===== src/hdl/dpc_pkg.sv =====
`timescale 1ns / 1ps
package dpc_pkg;

   localparam int MAX_POINTS = 1024;
   localparam int IDX_W      = $clog2(MAX_POINTS);
   localparam int CNT_W      = IDX_W + 1;
   localparam int COORD_W    = 16;
   localparam int DIFF_W     = COORD_W + 1;
   localparam int SQ_W       = 2 * DIFF_W;
   localparam int RAD_W      = 36;
   localparam int LAB_W      = 11;
   localparam int MINN_W     = 11;
   localparam int STATUS_W   = 2;
   localparam int CSR_IDX_W  = 1;

   localparam logic CMD_LOAD = 1'b0;
   localparam logic CMD_READ = 1'b1;

   localparam logic [CSR_IDX_W-1:0] CSR_MIN_NEIGHBOURS = 1'd0;
   localparam logic [CSR_IDX_W-1:0] CSR_RADIUS_SQUARED = 1'd1;

   localparam logic [STATUS_W-1:0] STATUS_OK       = 2'd0;
   localparam logic [STATUS_W-1:0] STATUS_OVERFLOW = 2'd1;
   localparam logic [STATUS_W-1:0] STATUS_RANGE    = 2'd2;

   localparam logic [MINN_W-1:0] MIN_NEIGHBOURS_RESET = 11'd4;
   localparam logic [RAD_W-1:0]  RADIUS_RESET        = 36'd65536;

   typedef struct packed {
      logic                      cmd;
      logic signed [COORD_W-1:0] x_pos;
      logic signed [COORD_W-1:0] y_pos;
      logic signed [COORD_W-1:0] z_pos;
      logic                      final_point;
      logic [IDX_W-1:0]          read_index;
   } req_type;

   typedef struct packed {
      logic [STATUS_W-1:0] status;
      logic [LAB_W-1:0]    cluster_total;
      logic [IDX_W-1:0]    point_number;
      logic [LAB_W-1:0]    label;
   } rsp_type;

   typedef enum logic [1:0] {
      SCAN_COUNT,
      SCAN_MARK,
      SCAN_EXPAND
   } scan_mode_type;

   typedef enum logic [3:0] {
      ST_IDLE,
      ST_RD_RSP,
      ST_P_READ,
      ST_P_CHECK,
      ST_P_CNT_WAIT,
      ST_P_DECIDE,
      ST_P_MARK_WAIT,
      ST_SEED_NEXT,
      ST_SEED_WAIT,
      ST_SEED_LATCH,
      ST_S_CNT_WAIT,
      ST_S_DECIDE,
      ST_S_EXP_WAIT,
      ST_P_NEXT,
      ST_FIN_RSP
   } state_type;

   typedef struct packed {
      logic          load_en;
      logic          read_en;
      logic          p_clear;
      logic          p_inc;
      logic          rd_p;
      logic          latch_center;
      logic          scan_start;
      scan_mode_type scan_mode;
      logic          write_noncore;
      logic          q_clear;
      logic          seed_rd;
      logic          rd_seed_ctr;
      logic          clu_inc;
      logic          rsp_load_read;
      logic          rsp_load_final;
      logic          set_done;
   } ctrl_cmd_type;

   typedef struct packed {
      logic vis_p;
      logic p_last;
      logic scan_busy;
      logic core;
      logic q_more;
      logic rsp_free;
   } ctrl_sts_type;

endpackage


===== src/hdl/dpc_controller.sv =====
`timescale 1ns / 1ps
module dpc_controller (
   input  logic                  clock,
   input  logic                  reset,
   input  logic                  req_valid,
   input  logic                  req_cmd,
   input  logic                  req_final,
   input  dpc_pkg::ctrl_sts_type sts,
   output logic                  req_stall,
   output dpc_pkg::ctrl_cmd_type cmd
);

   dpc_pkg::state_type state_ff, state_in;

   always_ff @(posedge clock) begin
      if (reset) begin
         state_ff <= dpc_pkg::ST_IDLE;
      end else begin
         state_ff <= state_in;
      end
   end

   always_comb begin
      state_in = state_ff;
      unique case (state_ff)
         dpc_pkg::ST_IDLE: begin
            if (req_valid && req_cmd == dpc_pkg::CMD_READ) begin
               state_in = dpc_pkg::ST_RD_RSP;
            end else if (req_valid && req_final) begin
               state_in = dpc_pkg::ST_P_READ;
            end
         end
         dpc_pkg::ST_RD_RSP:      if (sts.rsp_free) state_in = dpc_pkg::ST_IDLE;
         dpc_pkg::ST_P_READ:      state_in = dpc_pkg::ST_P_CHECK;
         dpc_pkg::ST_P_CHECK:     state_in = sts.vis_p ? dpc_pkg::ST_P_NEXT
                                                       : dpc_pkg::ST_P_CNT_WAIT;
         dpc_pkg::ST_P_CNT_WAIT:  if (!sts.scan_busy) state_in = dpc_pkg::ST_P_DECIDE;
         dpc_pkg::ST_P_DECIDE:    state_in = sts.core ? dpc_pkg::ST_P_MARK_WAIT
                                                      : dpc_pkg::ST_P_NEXT;
         dpc_pkg::ST_P_MARK_WAIT: if (!sts.scan_busy) state_in = dpc_pkg::ST_SEED_NEXT;
         dpc_pkg::ST_SEED_NEXT:   state_in = sts.q_more ? dpc_pkg::ST_SEED_WAIT
                                                        : dpc_pkg::ST_P_NEXT;
         dpc_pkg::ST_SEED_WAIT:   state_in = dpc_pkg::ST_SEED_LATCH;
         dpc_pkg::ST_SEED_LATCH:  state_in = dpc_pkg::ST_S_CNT_WAIT;
         dpc_pkg::ST_S_CNT_WAIT:  if (!sts.scan_busy) state_in = dpc_pkg::ST_S_DECIDE;
         dpc_pkg::ST_S_DECIDE:    state_in = sts.core ? dpc_pkg::ST_S_EXP_WAIT
                                                      : dpc_pkg::ST_SEED_NEXT;
         dpc_pkg::ST_S_EXP_WAIT:  if (!sts.scan_busy) state_in = dpc_pkg::ST_SEED_NEXT;
         dpc_pkg::ST_P_NEXT:      state_in = sts.p_last ? dpc_pkg::ST_FIN_RSP
                                                        : dpc_pkg::ST_P_READ;
         dpc_pkg::ST_FIN_RSP:     if (sts.rsp_free) state_in = dpc_pkg::ST_IDLE;
         default:                 state_in = dpc_pkg::ST_IDLE;
      endcase
   end

   always_comb begin
      cmd       = '0;
      req_stall = (state_ff != dpc_pkg::ST_IDLE);
      unique case (state_ff)
         dpc_pkg::ST_IDLE: begin
            cmd.load_en = req_valid && (req_cmd == dpc_pkg::CMD_LOAD);
            cmd.read_en = req_valid && (req_cmd == dpc_pkg::CMD_READ);
            cmd.p_clear = req_valid && (req_cmd == dpc_pkg::CMD_LOAD) && req_final;
         end
         dpc_pkg::ST_RD_RSP:  cmd.rsp_load_read = sts.rsp_free;
         dpc_pkg::ST_P_READ:  cmd.rd_p = 1'b1;
         dpc_pkg::ST_P_CHECK: begin
            cmd.latch_center = !sts.vis_p;
            cmd.scan_start   = !sts.vis_p;
            cmd.scan_mode    = dpc_pkg::SCAN_COUNT;
         end
         dpc_pkg::ST_P_DECIDE: begin
            cmd.q_clear       = sts.core;
            cmd.scan_start    = sts.core;
            cmd.scan_mode     = dpc_pkg::SCAN_MARK;
            cmd.write_noncore = !sts.core;
         end
         dpc_pkg::ST_SEED_NEXT: begin
            cmd.seed_rd = sts.q_more;
            cmd.clu_inc = !sts.q_more;
         end
         dpc_pkg::ST_SEED_WAIT: cmd.rd_seed_ctr = 1'b1;
         dpc_pkg::ST_SEED_LATCH: begin
            cmd.latch_center = 1'b1;
            cmd.scan_start   = 1'b1;
            cmd.scan_mode    = dpc_pkg::SCAN_COUNT;
         end
         dpc_pkg::ST_S_DECIDE: begin
            cmd.scan_start = sts.core;
            cmd.scan_mode  = dpc_pkg::SCAN_EXPAND;
         end
         dpc_pkg::ST_P_NEXT: cmd.p_inc = !sts.p_last;
         dpc_pkg::ST_FIN_RSP: begin
            cmd.rsp_load_final = sts.rsp_free;
            cmd.set_done       = sts.rsp_free;
         end
         default: cmd = '0;
      endcase
   end

endmodule


===== config.mk =====
export PLATFORM = sky130hd
export DESIGN_NAME = dpc_controller
export DESIGN_NICKNAME = d
export VERILOG_FILES = /design/src/hdl/dpc_pkg.sv /design/src/hdl/dpc_controller.sv
export SDC_FILE = /design/constraint.sdc
export NUM_CORES = 1
export LEC_CHECK = 0
export BUFFER_PORTS_ARGS = -buffer_cell sky130_fd_sc_hd__buf_2
export CAP_MARGIN = 20
export CORE_AREA = 3 3 40 42
export DETAILED_ROUTE_END_ITERATION = 10
export DIE_AREA = 0 0 43 45
export PLACE_DENSITY = 0.76
export RECOVER_POWER = 50
export SYNTH_ARGS = -nofsm -noshare
export SYNTH_HDL_FRONTEND = slang
export SYNTH_SLANG_ARGS = --single-unit

===== constraint.sdc =====
create_clock -name clock -period 3.1 [get_ports clock]
set_input_delay 0.31 -clock clock [delete_from_list [all_inputs] [get_ports clock]]
set_output_delay 0.31 -clock clock [all_outputs]
set_load 0.1 [all_outputs]

# ---- Yosys cells after proc, flatten, opt, wreduce, memory -nomap -nowiden
# Index checks and enable logic that the tools add are counted.
dict set report classes {
  mux 23
  eq_ne 19
  reduce_logical 13
  bitwise_logic 1
}
# operator count
set ops {}
lappend ops {{$pmux W4 S13} 1}
lappend ops {{$mux W4} 10}
lappend ops {{$eq A4 B4 Y1 const B} 7}
lappend ops {{$eq A4 B3 Y1 const B} 4}
lappend ops {{$pmux W3 S4} 1}
lappend ops {{$eq A4 B2 Y1 const B} 2}
lappend ops {{$mux W1} 6}
lappend ops {{$mux W3} 2}
lappend ops {{$ne A2 B2 Y1 const B} 3}
lappend ops {{$reduce_and A5 Y1} 1}
lappend ops {{$eq A4 B1 Y1 const B} 1}
lappend ops {{$logic_and A1 B1 Y1} 4}
lappend ops {{$logic_not A1 Y1} 4}
lappend ops {{$logic_not A4 Y1} 1}
lappend ops {{$mux W2} 2}
lappend ops {{$reduce_bool A4 Y1} 1}
lappend ops {{$reduce_or A2 Y1} 2}
lappend ops {{$ne A3 B3 Y1 const B} 1}
lappend ops {{$ne A2 B1 Y1 const B} 1}
lappend ops {{$pmux W1 S2} 1}
lappend ops {{$not A1 Y1} 1}
dict set report word_totals {
  reg_bits 4
  input_bits 11
  word_cells 57
  out_inout_bits 18
}

# ---- Logic depth before layout (Yosys ltp)
# Gate-level depths: netlist of the first run.
dict set report logic_depth {
  ltp_word 4
  ltp_mapped 7
  ltp_nobuf 5
}

# ---- Least setup slack after synthesis of the first run
# No wires, ideal clock.
dict set report synth_timing {
  path_type {reg2out}
  from {register state_ff[1]}
  to {output cmd[1] (netlist name)}
  arrival_ps 4357
  slack_ps -1567
  n_path_buf 2
  required_time_ps 2790
  path_stages_with_launch 5
  path_cell_list {dfxtp_1 -> clkbuf_1 -> nand2_1 -> nor4_1 -> buf_4}
}
# element line
set synth_rtl {}
lappend synth_rtl {{start, declared} dpc_controller.sv:13} ;# dpc_pkg::state_type state_ff, state_in;
lappend synth_rtl {{start signal, assigned} dpc_controller.sv:17} ;# state_ff <= dpc_pkg::ST_IDLE;
lappend synth_rtl {{start signal, assigned} dpc_controller.sv:19} ;# state_ff <= state_in;
lappend synth_rtl {{end, declared} dpc_controller.sv:10} ;# output dpc_pkg::ctrl_cmd_type cmd

==> results of run 1 <==
-- routing by layer --
layer  up-vias  part of all wire (%)
met3         0                   9.3
met2        34                    46
li1        384                     -
met4         0                     0
met5         -                     0
met1       333                    45
-- how the worst max path moves through the flow --
stage	endpoint
3_5_place_dp	cmd[14]
4_1_cts	cmd[14]
5_1_grt	cmd[7]
3_3_place_gp	cmd[14]
6_report	cmd[7]
2_1_floorplan	cmd[1]
-- per-stage QoR --
step / total power, mW / setup WS (ps) / hold slack (ps) / setup TNS, ps / std cells
4_1_cts: 0.684 / 623 / 332 / 0 / 131
3_3_place_gp: 0.615 / 907 / 575 / 0 / 128
5_1_grt: 0.697 / 299 / 355 / 0 / 131
6_report: 0.657 / 390 / 336 / 0 / 131
3_5_place_dp: 0.617 / 874 / 575 / 0 / 128
2_1_floorplan: 0.553 / -265 / 428 / -469 / 93
-- logic make-up after synthesis --
family | Yosys count | synth area share (%)
and+or+nand+nor | 49 | 43.7
muxes | 1 | 1.66
AOI/OAI and AO/OA | 26 | 31.1
buffers and inverters | 13 | 10.4
DFF | 4 | 13.3
-- power groups by stage --
stage / logic, mW / registers [mW] / clock network (mW)
6_report: 0.469 / 0.127 / 0.0618
5_1_grt: 0.499 / 0.131 / 0.0677
4_1_cts: 0.492 / 0.125 / 0.0667
3_5_place_dp: 0.491 / 0.126 / 0
3_3_place_gp: 0.489 / 0.126 / 0
2_1_floorplan: 0.471 / 0.0813 / 0
-- cells in the mapped netlist, types with 3 or more instances --
cell | count | area (sq um)
sky130_fd_sc_hd__inv_1 | 4 | 15.0
sky130_fd_sc_hd__nor3_1 | 10 | 50.1
sky130_fd_sc_hd__nor4_1 | 3 | 18.8
sky130_fd_sc_hd__nor2b_1 | 4 | 25.0
sky130_fd_sc_hd__nand2b_1 | 3 | 18.8
sky130_fd_sc_hd__dfxtp_1 | 4 | 80.1
sky130_fd_sc_hd__nor2_1 | 10 | 37.5
sky130_fd_sc_hd__nand2_1 | 10 | 37.5
sky130_fd_sc_hd__clkbuf_1 | 4 | 15.0
sky130_fd_sc_hd__a21oi_1 | 5 | 25.0
sky130_fd_sc_hd__o21ai_0 | 5 | 25.0
-- layout make-up --
cell class	instances	share of cell area [%]
clock buffer	3	2.99
inverter	5	2.49
multi-input combinational	76	64.0
sequential	4	10.6
tap	15	2.49
timing repair buffer	28	17.4
-- layout by cell type (no fill, tap or decap), types with 2 or more instances in the layout --
master,count
sky130_fd_sc_hd__nand2_1,10
sky130_fd_sc_hd__o32ai_1,3
sky130_fd_sc_hd__nor3_1,8
sky130_fd_sc_hd__inv_1,4
sky130_fd_sc_hd__clkbuf_1,7
sky130_fd_sc_hd__a31oi_1,2
sky130_fd_sc_hd__dfxtp_1,4
sky130_fd_sc_hd__a21oi_1,5
sky130_fd_sc_hd__nor2b_1,4
sky130_fd_sc_hd__o21ai_0,6
sky130_fd_sc_hd__nor2_1,10
sky130_fd_sc_hd__nand2b_1,3
sky130_fd_sc_hd__nor4_2,2
sky130_fd_sc_hd__nand3b_1,2
sky130_fd_sc_hd__buf_2,21
sky130_fd_sc_hd__a2bb2oi_1,2
sky130_fd_sc_hd__clkbuf_4,3
sky130_fd_sc_hd__nor3_2,2
==> flow_summary.rst, run 1 <==
.. list-table::
   :header-rows: 1

   * - Metric
     - Value
   * - Final setup violation count
     - 0
   * - Number of register bits inferred by synthesis
     - 4
   * - Total die area
     - 1940 sq um
   * - Final critical-path required period
     - 2710 ps
   * - Storage cell area
     - 80.1 sq um
   * - Via total after detailed routing
     - 751
   * - Footprint of the multi-input gates
     - 483 sq um
   * - Via/cell ratio
     - 5.73
   * - Type of the worst min-delay path
     - in2reg
   * - Endpoint with the worst hold slack
     - state_ff[1]$_SDFFE_PP0P_
   * - Warning count from the yosys run
     - 0
   * - Number of enable-type register cells in the synthesized netlist
     - 0
   * - Clock-pin slew of the registers on the worst-case setup and hold paths
     - approximately 40 ps
   * - Registers with the highest flip-flop counts
     - state_ff (4)
   * - Crit path required time
     - 2790 ps
   * - Routed WL per cell
     - 11.8 um
   * - Max-slew violation count
     - 0
   * - Part of the total power dissipated in combinational logic
     - 71.3%
   * - Syn avg cell area
     - 6.50 sq um
   * - Boundary pin count
     - 29
   * - Worst setup path class
     - reg2out
   * - Max reg flops
     - 4
   * - Maximum buffer depth of the clock tree
     - 2
   * - Slew margin rel.
     - 22.3%
   * - Total routing usage reported by global routing
     - 16.7%
   * - Post-place instance area
     - 756 sq um
   * - Sequential area share after synthesis
     - 13.3%
   * - Global-route wire length before repair
     - 2480 um
   * - Max-cap check violation count
     - 0
   * - Portion of the clock cycle consumed by the worst path in the final layout
     - between 80 and 90%
   * - Worst Setup End Kind
     - primary output
   * - Delay of the slowest cell on the worst path
     - 890 ps
   * - Synthesized area
     - 604 sq um
   * - Internal power
     - 0.216 mW
   * - Final number of hold-violating endpoints
     - 0
   * - Core occupancy in the finished layout
     - 58.7%
   * - Standard cell with the maximum stage delay on the critical path
     - sky130_fd_sc_hd__clkbuf_1
   * - Post-cts resize count
     - 0
   * - Final net count
     - 129
   * - Net Sw Frac
     - 67.1%
   * - Ratio of total power to cell area
     - between 800 and 900 nW/um^2
   * - Layout area overhead
     - 24.8%
   * - Post-Synthesis Net Count
     - 104
   * - Launching point of the worst reg2reg path
     - state_ff[2]$_SDFFE_PP0P_
   * - Hold_buf cts
     - 0
   * - Number of antenna cells inserted
     - 0
   * - Capture point of the worst reg-to-reg path
     - state_ff[0]$_SDFFE_PP0P_
   * - Largest voltage drop on the vdd net
     - roughly 0.56 mV
   * - Leakage
     - 0.316 nW
   * - Layer carrying the most global-route usage
     - met2
   * - Largest net degree at the start of global routing
     - 23
   * - Finished Cell Area
     - 754 sq um
   * - Async SR Flop Fraction
     - 0%
   * - Sink Count
     - 4
   * - WHS Path Cells
     - 2
   * - Largest clock skew in the final design
     - 1.06 ps
   * - Critical path launch point type
     - flip-flop
   * - Initial antenna violation count
     - 0
   * - Cell chain of the critical path
     - nand2_1 -> nor3_1 -> clkbuf_1
   * - Number of remaining DRC errors
     - 0
   * - CTS tree
     - yes
   * - Die width
     - 43 um
   * - Iter 0 DRT Violations
     - 19
   * - CP arrival
     - 2400 ps
   * - Net switching power of the design
     - 0.441 mW
   * - Sum of net half-perimeters after detailed placement
     - 1160 um
   * - Fraction of final layout cells with drive strength greater than 1
     - 29.3%
   * - Number of levels the H-tree was split into
     - 1
   * - Clock network latency to the later pin of the worst-skew pair
     - 230 ps
   * - Gate Count Post-Synth
     - 93
   * - Count of port buffers added during placement
     - 28
   * - Number of buffers inserted by post-CTS setup repair
     - 0
   * - Status
     - complete, no violations
   * - Filler instances
     - around 130
   * - Post-synthesis cell type count
     - 35
   * - Sequential share of power
     - 19.3%
   * - Floorplan row count
     - 13
   * - Number of buffers and inverters on the critical path
     - 1
   * - Initial DRT Pass Iterations
     - 4
   * - Worst setup slack for register-to-register paths
     - 1040 ps
   * - RSZ-0062 raised after global routing
     - false
   * - Routability congestion estimate
     - 0.904
   * - Stages on worst setup path
     - 3
   * - Top cell family by delay on the critical path
     - buffers and inverters
   * - Cell chosen for the clock root
     - sky130_fd_sc_hd__clkbuf_4
   * - Biggest register
     - state_ff
   * - Worst Hold Launch
     - reset
   * - Number of global-route vias before repair
     - 573
   * - Met2 global-route usage
     - 24.9%
   * - Largest driver fanout on the critical path
     - 22
   * - Pin slew with the least headroom to its limit
     - 1170 ps
   * - Global routing usage on met1
     - 23.6%
   * - Count of nets left with antenna violations after detail routing
     - 0
   * - Maximum achievable frequency
     - approximately 370 MHz
   * - Effective utilization at floorplan
     - 47.0%
   * - CP Launch Point
     - state_ff[2]$_SDFFE_PP0P_
   * - Global route total overflow
     - 0
   * - Most common flop cell mapped by yosys
     - sky130_fd_sc_hd__dfxtp_1
   * - Number of cells traversed by the worst register-to-register path
     - 4
   * - GRT met3 Usage
     - under 10%
   * - Clock group share of total power
     - 9.4%
   * - Core region area
     - between 1000 and 1500 sq um
   * - DRT Wirelength
     - 1540 um
   * - Die H
     - 45 um
   * - Clock buffer count from CTS
     - 3
Note: power is estimated with default switching activity, not from simulation.
==> run 2, diff against run 1 <==
Settings changed: CORE_AREA 3 3 40 42 to default, CORE_MARGIN from default to 3, CORE_UTILIZATION from default to 44, DIE_AREA 0 0 43 45 to default, PLACE_DENSITY 0.76 to 0.74.
Clock period 3.1 ns to 3 ns, I/O delays scaled along.
==> flow_summary.rst, run 2 (same netlist as run 1, synthesis figures left out) <==
.. list-table::
   :header-rows: 1

   * - Metric
     - Value
   * - Sum of net half-perimeters after detailed placement
     - 1230 um (was 1160 um)
   * - Net switching power of the design
     - 0.464 mW (was 0.441 mW)
   * - Number of cells traversed by the worst register-to-register path
     - 4 (unchanged)
   * - Final net count
     - 130 (was 129)
   * - Iter 0 DRT Violations
     - 23 (was 19)
   * - Max reg flops
     - 4 (unchanged)
   * - Initial DRT Pass Iterations
     - 4 (unchanged)
   * - Number of levels the H-tree was split into
     - 1 (unchanged)
   * - Core region area
     - 1200 sq um (was 1280 sq um)
   * - CP arrival
     - 2300 ps (was 2400 ps)
   * - Part of the total power dissipated in combinational logic
     - 72.4% (was 71.3%)
   * - Largest net degree at the start of global routing
     - 19 (was 23)
   * - Final cell count without fillers
     - 131 (unchanged)
   * - Effective utilization at floorplan
     - 50.3% (was 47.0%)
   * - CTS tree
     - yes (unchanged)
   * - Die width
     - 43.1 um (was 43 um)
   * - Global-route wire length before repair
     - 2660 um (was 2480 um)
   * - Fin Hold WS
     - 318 ps (was 336 ps)
   * - Fraction of final layout cells with drive strength greater than 1
     - 31.6% (was 29.3%)
   * - Layout area overhead
     - 27.5% (was 24.8%)
   * - Delay of the slowest cell on the worst path
     - 890 ps (about the same)
   * - Maximum buffer depth of the clock tree
     - 2 (unchanged)
   * - Number of buffers inserted by post-CTS setup repair
     - 0 (unchanged)
   * - Die H
     - 43.1 um (was 45 um)
   * - Clock-pin slew of the registers on the worst-case setup and hold paths
     - 40 ps (about the same)
   * - Net Sw Frac
     - 67.0% (was 67.1%)
   * - Internal power
     - 0.229 mW (was 0.216 mW)
   * - Boundary pin count
     - 29 (unchanged)
   * - Via total after detailed routing
     - 747 (was 751)
   * - Most common cell after layout, fill and taps aside
     - sky130_fd_sc_hd__buf_2 (unchanged)
   * - Sink Count
     - 4 (unchanged)
   * - Cell chosen for the clock root
     - sky130_fd_sc_hd__clkbuf_4 (unchanged)
   * - Slew margin rel.
     - 21.6% (was 22.3%)
   * - Initial antenna violation count
     - 0 (unchanged)
   * - Final setup violation count
     - 0 (unchanged)
   * - Routability congestion estimate
     - 0.828 (was 0.904)
   * - Clock group share of total power
     - 9.7% (was 9.4%)
   * - Status
     - complete, no violations (unchanged)
   * - Clock network latency to the later pin of the worst-skew pair
     - 240 ps (was 230 ps)
   * - Finished Cell Area
     - 771 sq um (was 754 sq um)
   * - Portion of the clock cycle consumed by the worst path in the final layout
     - 86.8%
   * - Largest driver fanout on the critical path
     - 12 (was 22)
   * - Number of remaining DRC errors
     - 0 (unchanged)
   * - DRT Wirelength
     - 1620 um (was 1540 um)
   * - Largest clock skew in the final design
     - 2.42 ps (was 1.06 ps)
   * - Cell Count Post-Placement
     - 128 (unchanged)
   * - Final critical-path required period
     - 2600 ps
   * - Number of antenna cells inserted
     - 0 (unchanged)
   * - RSZ-0062 raised after global routing
     - false (unchanged)
   * - Critical path launch point type
     - flip-flop (unchanged)
   * - Max-slew violation count
     - 0 (unchanged)
   * - Worst Setup End Kind
     - primary output (unchanged)
   * - Standard cell with the maximum stage delay on the critical path
     - sky130_fd_sc_hd__clkbuf_1 (unchanged)
   * - Core occupancy in the finished layout
     - 64.2% (was 58.7%)
   * - Setup Total Neg Slack
     - 0 ps (unchanged)
   * - Worst setup path class
     - reg2out (unchanged)
   * - Ratio of total power to cell area
     - 899 nW/um^2 (was 871 nW/um^2)
   * - Post-cts resize count
     - 0 (unchanged)
   * - Largest voltage drop on the vdd net
     - 0.419 mV (was 0.564 mV)
   * - Total die area
     - 1850 sq um (was 1940 sq um)
   * - Count of port buffers added during placement
     - 28 (unchanged)
   * - Leakage
     - 0.322 nW (was 0.316 nW)
   * - Type of the worst min-delay path
     - in2reg (unchanged)
   * - Registers with the highest flip-flop counts
     - state_ff (4) (unchanged)
   * - Floorplan row count
     - 12 (was 13)
   * - Clock buffer count from CTS
     - 3 (unchanged)
   * - Maximum achievable frequency
     - 384 MHz
   * - Total routing usage reported by global routing
     - 17.8% (was 16.7%)
   * - Pin slew with the least headroom to its limit
     - 1180 ps (was 1170 ps)
   * - Max-cap check violation count
     - 0 (unchanged)
   * - Commonest non-fill, non-tap cells in the layout
     - sky130_fd_sc_hd__buf_2 (21), sky130_fd_sc_hd__nor2_1 (10), sky130_fd_sc_hd__nand2_1 (10) (unchanged)
   * - Cell chain of the critical path
     - buf_4 -> nand2_1 -> nor4_2 -> clkbuf_1 (was nand2_1 -> nor3_1 -> clkbuf_1)
   * - Biggest register
     - state_ff (unchanged)
   * - Sequential share of power
     - 17.9% (was 19.3%)
   * - Global route total overflow
     - 0 (unchanged)
   * - Routed WL per cell
     - 12.4 um (was 11.8 um)
   * - WHS Path Cells
     - 2 (unchanged)
   * - Final number of hold-violating endpoints
     - 0 (unchanged)
   * - Count of nets left with antenna violations after detail routing
     - 0 (unchanged)
   * - Post-place instance area
     - 772 sq um (was 756 sq um)
   * - Via/cell ratio
     - 5.70 (was 5.73)
   * - Number of global-route vias before repair
     - 614 (was 573)
   * - Hold_buf cts
     - 0 (unchanged)
   * - Crit path required time
     - 2700 ps (was 2790 ps)
## run 2: layer usage
metal / GRT usage [%] / wire length, um
met1: 25.6 / 774
met2: 27.8 / 722
met3: 1.27 / 105
met4: 5.42 / 17
met5: 0 / 0
## run 2: cell type report
type	count	area [sq um]
Clock buffer	3	22.5
Multi-Input combinational cell	76	493
Timing Repair Buffer	29	139
Tap cell	14	17.5
Fill cell	123	430
Sequential cell	4	80.1
Inverter	5	18.8
## run 2: worst max-delay path: cells and delay by family (launching register included)
family	cells	cell delay, ps
and+or+nand+nor	2	350
DFF	1	560
buffers and inverters	2	1150
## run 2: final timing paths
path                                            endpoint                     start  slack, ps
worst max-delay path                              cmd[0]  state_ff[2]$_SDFFE_PP0P_        400
worst min-delay path            state_ff[1]$_SDFFE_PP0P_                     reset        320
worst max register to register  state_ff[3]$_SDFFE_PP0P_  state_ff[3]$_SDFFE_PP0P_        900
worst min register to register  state_ff[2]$_SDFFE_PP0P_  state_ff[2]$_SDFFE_PP0P_        650
## run 2: metrics by stage
step | power [mW] | setup WS, ps
floorplan | 0.573 | -355
CTS | 0.714 | 544
detailed placement | 0.645 | 794
global route | 0.738 | 299
finish | 0.693 | 396
global placement | 0.643 | 835
## run 2: power groups by stage
stage / Combinational, mW / Clock [mW] / Sequential [mW]
detailed placement: 0.521 / 0 / 0.124
global route: 0.534 / 0.0732 / 0.131
global placement: 0.522 / 0 / 0.122
CTS: 0.521 / 0.0700 / 0.123
floorplan: 0.489 / 0 / 0.0840
finish: 0.501 / 0.0673 / 0.124
==> run 3, diff against run 2 <==
==> constraint.sdc (replaced) <==
create_clock -name clock -period 3 [get_ports clock]
set_input_delay 0.6 -clock clock [delete_from_list [all_inputs] [get_ports clock]]
set_output_delay 0.6 -clock clock [all_outputs]
set_load 0.1 [all_outputs]
==> flow_summary.rst, run 3 (same netlist as run 1, synthesis figures left out) <==
.. list-table::
   :header-rows: 1

   * - Metric
     - Value
   * - Status
     - complete, no violations (unchanged)
   * - Pin slew with the least headroom to its limit
     - 1150 ps (was 1180 ps)
   * - Standard cell with the maximum stage delay on the critical path
     - sky130_fd_sc_hd__or3_4 (was sky130_fd_sc_hd__clkbuf_1)
   * - Max-slew violation count
     - 0 (unchanged)
   * - Number of buffers and inverters on the critical path
     - 1 (was 2)
   * - Largest voltage drop on the vdd net
     - 0.477 mV (was 0.419 mV)
   * - Clock network latency to the later pin of the worst-skew pair
     - 240 ps (about the same)
   * - Cell chosen for the clock root
     - sky130_fd_sc_hd__clkbuf_4 (unchanged)
   * - Portion of the clock cycle consumed by the worst path in the final layout
     - 86.9% (was 86.8%)
   * - Setup Total Neg Slack
     - 0 ps (unchanged)
   * - Critical path launch point type
     - flip-flop (unchanged)
   * - Initial antenna violation count
     - 0 (unchanged)
   * - Total die area
     - 1850 sq um (unchanged)
   * - Worst Hold Launch
     - reset (unchanged)
   * - Leakage
     - 0.344 nW (was 0.322 nW)
   * - Ratio of total power to cell area
     - 896 nW/um^2 (was 899 nW/um^2)
   * - Number of levels the H-tree was split into
     - 1 (unchanged)
   * - Count of port buffers added during placement
     - 28 (unchanged)
   * - Number of antenna cells inserted
     - 0 (unchanged)
   * - Storage cell area
     - 83.8 sq um (was 80.1 sq um)
   * - Biggest register
     - state_ff (unchanged)
   * - CP arrival
     - 2010 ps (was 2300 ps)
   * - Final critical-path required period
     - 2610 ps (was 2600 ps)
   * - Number of global-route vias before repair
     - 594 (was 614)
   * - Die width
     - 43.1 um (unchanged)
   * - Final cell count without fillers
     - 130 (was 131)
   * - Number of remaining DRC errors
     - 0 (unchanged)
   * - Crit path required time
     - 2400 ps (was 2700 ps)
   * - Filler instances
     - 122 (was 123)
   * - Largest net degree at the start of global routing
     - 23 (was 19)
   * - Post-cts resize count
     - 0 (unchanged)
   * - Largest driver fanout on the critical path
     - 22 (was 12)
   * - Iter 0 DRT Violations
     - 39 (was 23)
   * - Final number of hold-violating endpoints
     - 0 (unchanged)
   * - Cell chain of the critical path
     - or3_4 -> nand2b_4 -> nor3b_4 -> and2_4 -> buf_2 (was buf_4 -> nand2_1 -> nor4_2 -> clkbuf_1)
   * - Maximum buffer depth of the clock tree
     - 2 (unchanged)
   * - Max-cap check violation count
     - 0 (unchanged)
   * - RSZ-0062 raised after global routing
     - false (unchanged)
   * - Number of buffers inserted by post-CTS setup repair
     - 0 (unchanged)
   * - CP Launch Point
     - state_ff[2]$_SDFFE_PP0P_ (unchanged)
   * - Layout area overhead
     - 31.3% (was 27.5%)
   * - Routed WL per cell
     - 12.1 um (was 12.4 um)
   * - Max reg flops
     - 4 (unchanged)
   * - DRT Wirelength
     - 1570 um (was 1620 um)
   * - Most common cell after layout, fill and taps aside
     - sky130_fd_sc_hd__buf_2 (unchanged)
   * - Fraction of final layout cells with drive strength greater than 1
     - 39.7% (was 31.6%)
   * - Maximum achievable frequency
     - 384 MHz (about the same)
   * - Hold_buf cts
     - 0 (unchanged)
   * - Boundary pin count
     - 29 (unchanged)
   * - Cell Count Post-Placement
     - 127 (was 128)
   * - Global-route wire length before repair
     - 2620 um (was 2660 um)
   * - Footprint of the multi-input gates
     - 512 sq um (was 493 sq um)
   * - Global route total overflow
     - 0 (unchanged)
   * - Clock buffer count from CTS
     - 3 (unchanged)
   * - Sum of net half-perimeters after detailed placement
     - 1190 um (was 1230 um)
   * - Effective utilization at floorplan
     - 50.3% (unchanged)
   * - Worst Setup End Kind
     - primary output (unchanged)
   * - Routability congestion estimate
     - 0.862 (was 0.828)
   * - Worst setup path class
     - reg2out (unchanged)
   * - Via/cell ratio
     - 5.76 (was 5.70)
   * - Largest clock skew in the final design
     - 4.92 ps (was 2.42 ps)
   * - Launching point of the worst reg2reg path
     - state_ff[3]$_SDFFE_PP0P_ (unchanged)
   * - Registers with the highest flip-flop counts
     - state_ff (4) (unchanged)
   * - Die H
     - 43.1 um (unchanged)
   * - Sink Count
     - 4 (unchanged)
   * - Total routing usage reported by global routing
     - 17.5% (was 17.8%)
   * - Via total after detailed routing
     - 749 (was 747)
   * - Commonest non-fill, non-tap cells in the layout
     - sky130_fd_sc_hd__buf_2 (21), sky130_fd_sc_hd__nor2_1 (10), sky130_fd_sc_hd__nand2_1 (10) (unchanged)
   * - CTS tree
     - yes (unchanged)
   * - Initial DRT Pass Iterations
     - 4 (unchanged)
   * - Clock-pin slew of the registers on the worst-case setup and hold paths
     - 40 ps (about the same)
   * - Top cell family by delay on the critical path
     - simple AND/OR/NAND/NOR gates (was buffers and inverters)
   * - Final net count
     - 129 (was 130)
   * - Slew margin rel.
     - 23.3% (was 21.6%)
   * - Final setup violation count
     - 0 (unchanged)
   * - Floorplan row count
     - 12 (unchanged)
   * - Delay of the slowest cell on the worst path
     - 430 ps (was 890 ps)
   * - Count of nets left with antenna violations after detail routing
     - 0 (unchanged)
   * - Core region area
     - 1200 sq um (unchanged)
   * - Type of the worst min-delay path
     - in2reg (unchanged)
## run 3: cell count changes in the layout (fill, tap and decap cells not counted), sizes merged
cell and change:
buf -1
## run 3: stage by stage
step	hold slack (ps)	setup WS (ps)	area, sq um	total power, mW	utilization, %
floorplan	582	-488	673	0.598	-
global placement	621	670	787	0.662	65.5
detailed placement	620	643	787	0.664	65.5
CTS	616	387	810	0.734	67.4
global route	625	299	793	0.758	66.0
finish	607	394	793	0.711	66.0
## run 3: report_power, final
group	switching [mW]	total (mW)	internal, mW
Sequential	0.0630	0.135	0.0715
Clock	0.0236	0.0685	0.0449
Combinational	0.377	0.508	0.131
## run 3: layer usage
layer / track usage, % / vias to the layer above / wire length [um]
met4: 3.61 / 0 / 6
met1: 26.1 / 329 / 739
met2: 25.7 / 32 / 678
met5: 0 / - / 0
met3: 3.39 / 2 / 145
li1: - / 386 / -
## run 3: path summary, 6_finish.rpt
path / end / slack [ps] / cells after the start
worst min register to register: state_ff[0]$_SDFFE_PP0P_ / 630 / 2
worst max register to register: state_ff[0]$_SDFFE_PP0P_ / 960 / 4
worst max-delay path: cmd[14] / 390 / 5
worst min-delay path: state_ff[1]$_SDFFE_PP0P_ / 610 / 2
## run 3: final cells by class
class | count | area share [%]
clock buffer | 3 | 2.84
inverter | 5 | 2.37
multi-input combinational | 76 | 64.5
sequential | 4 | 10.6
tap | 14 | 2.21
timing repair buffer | 28 | 17.5
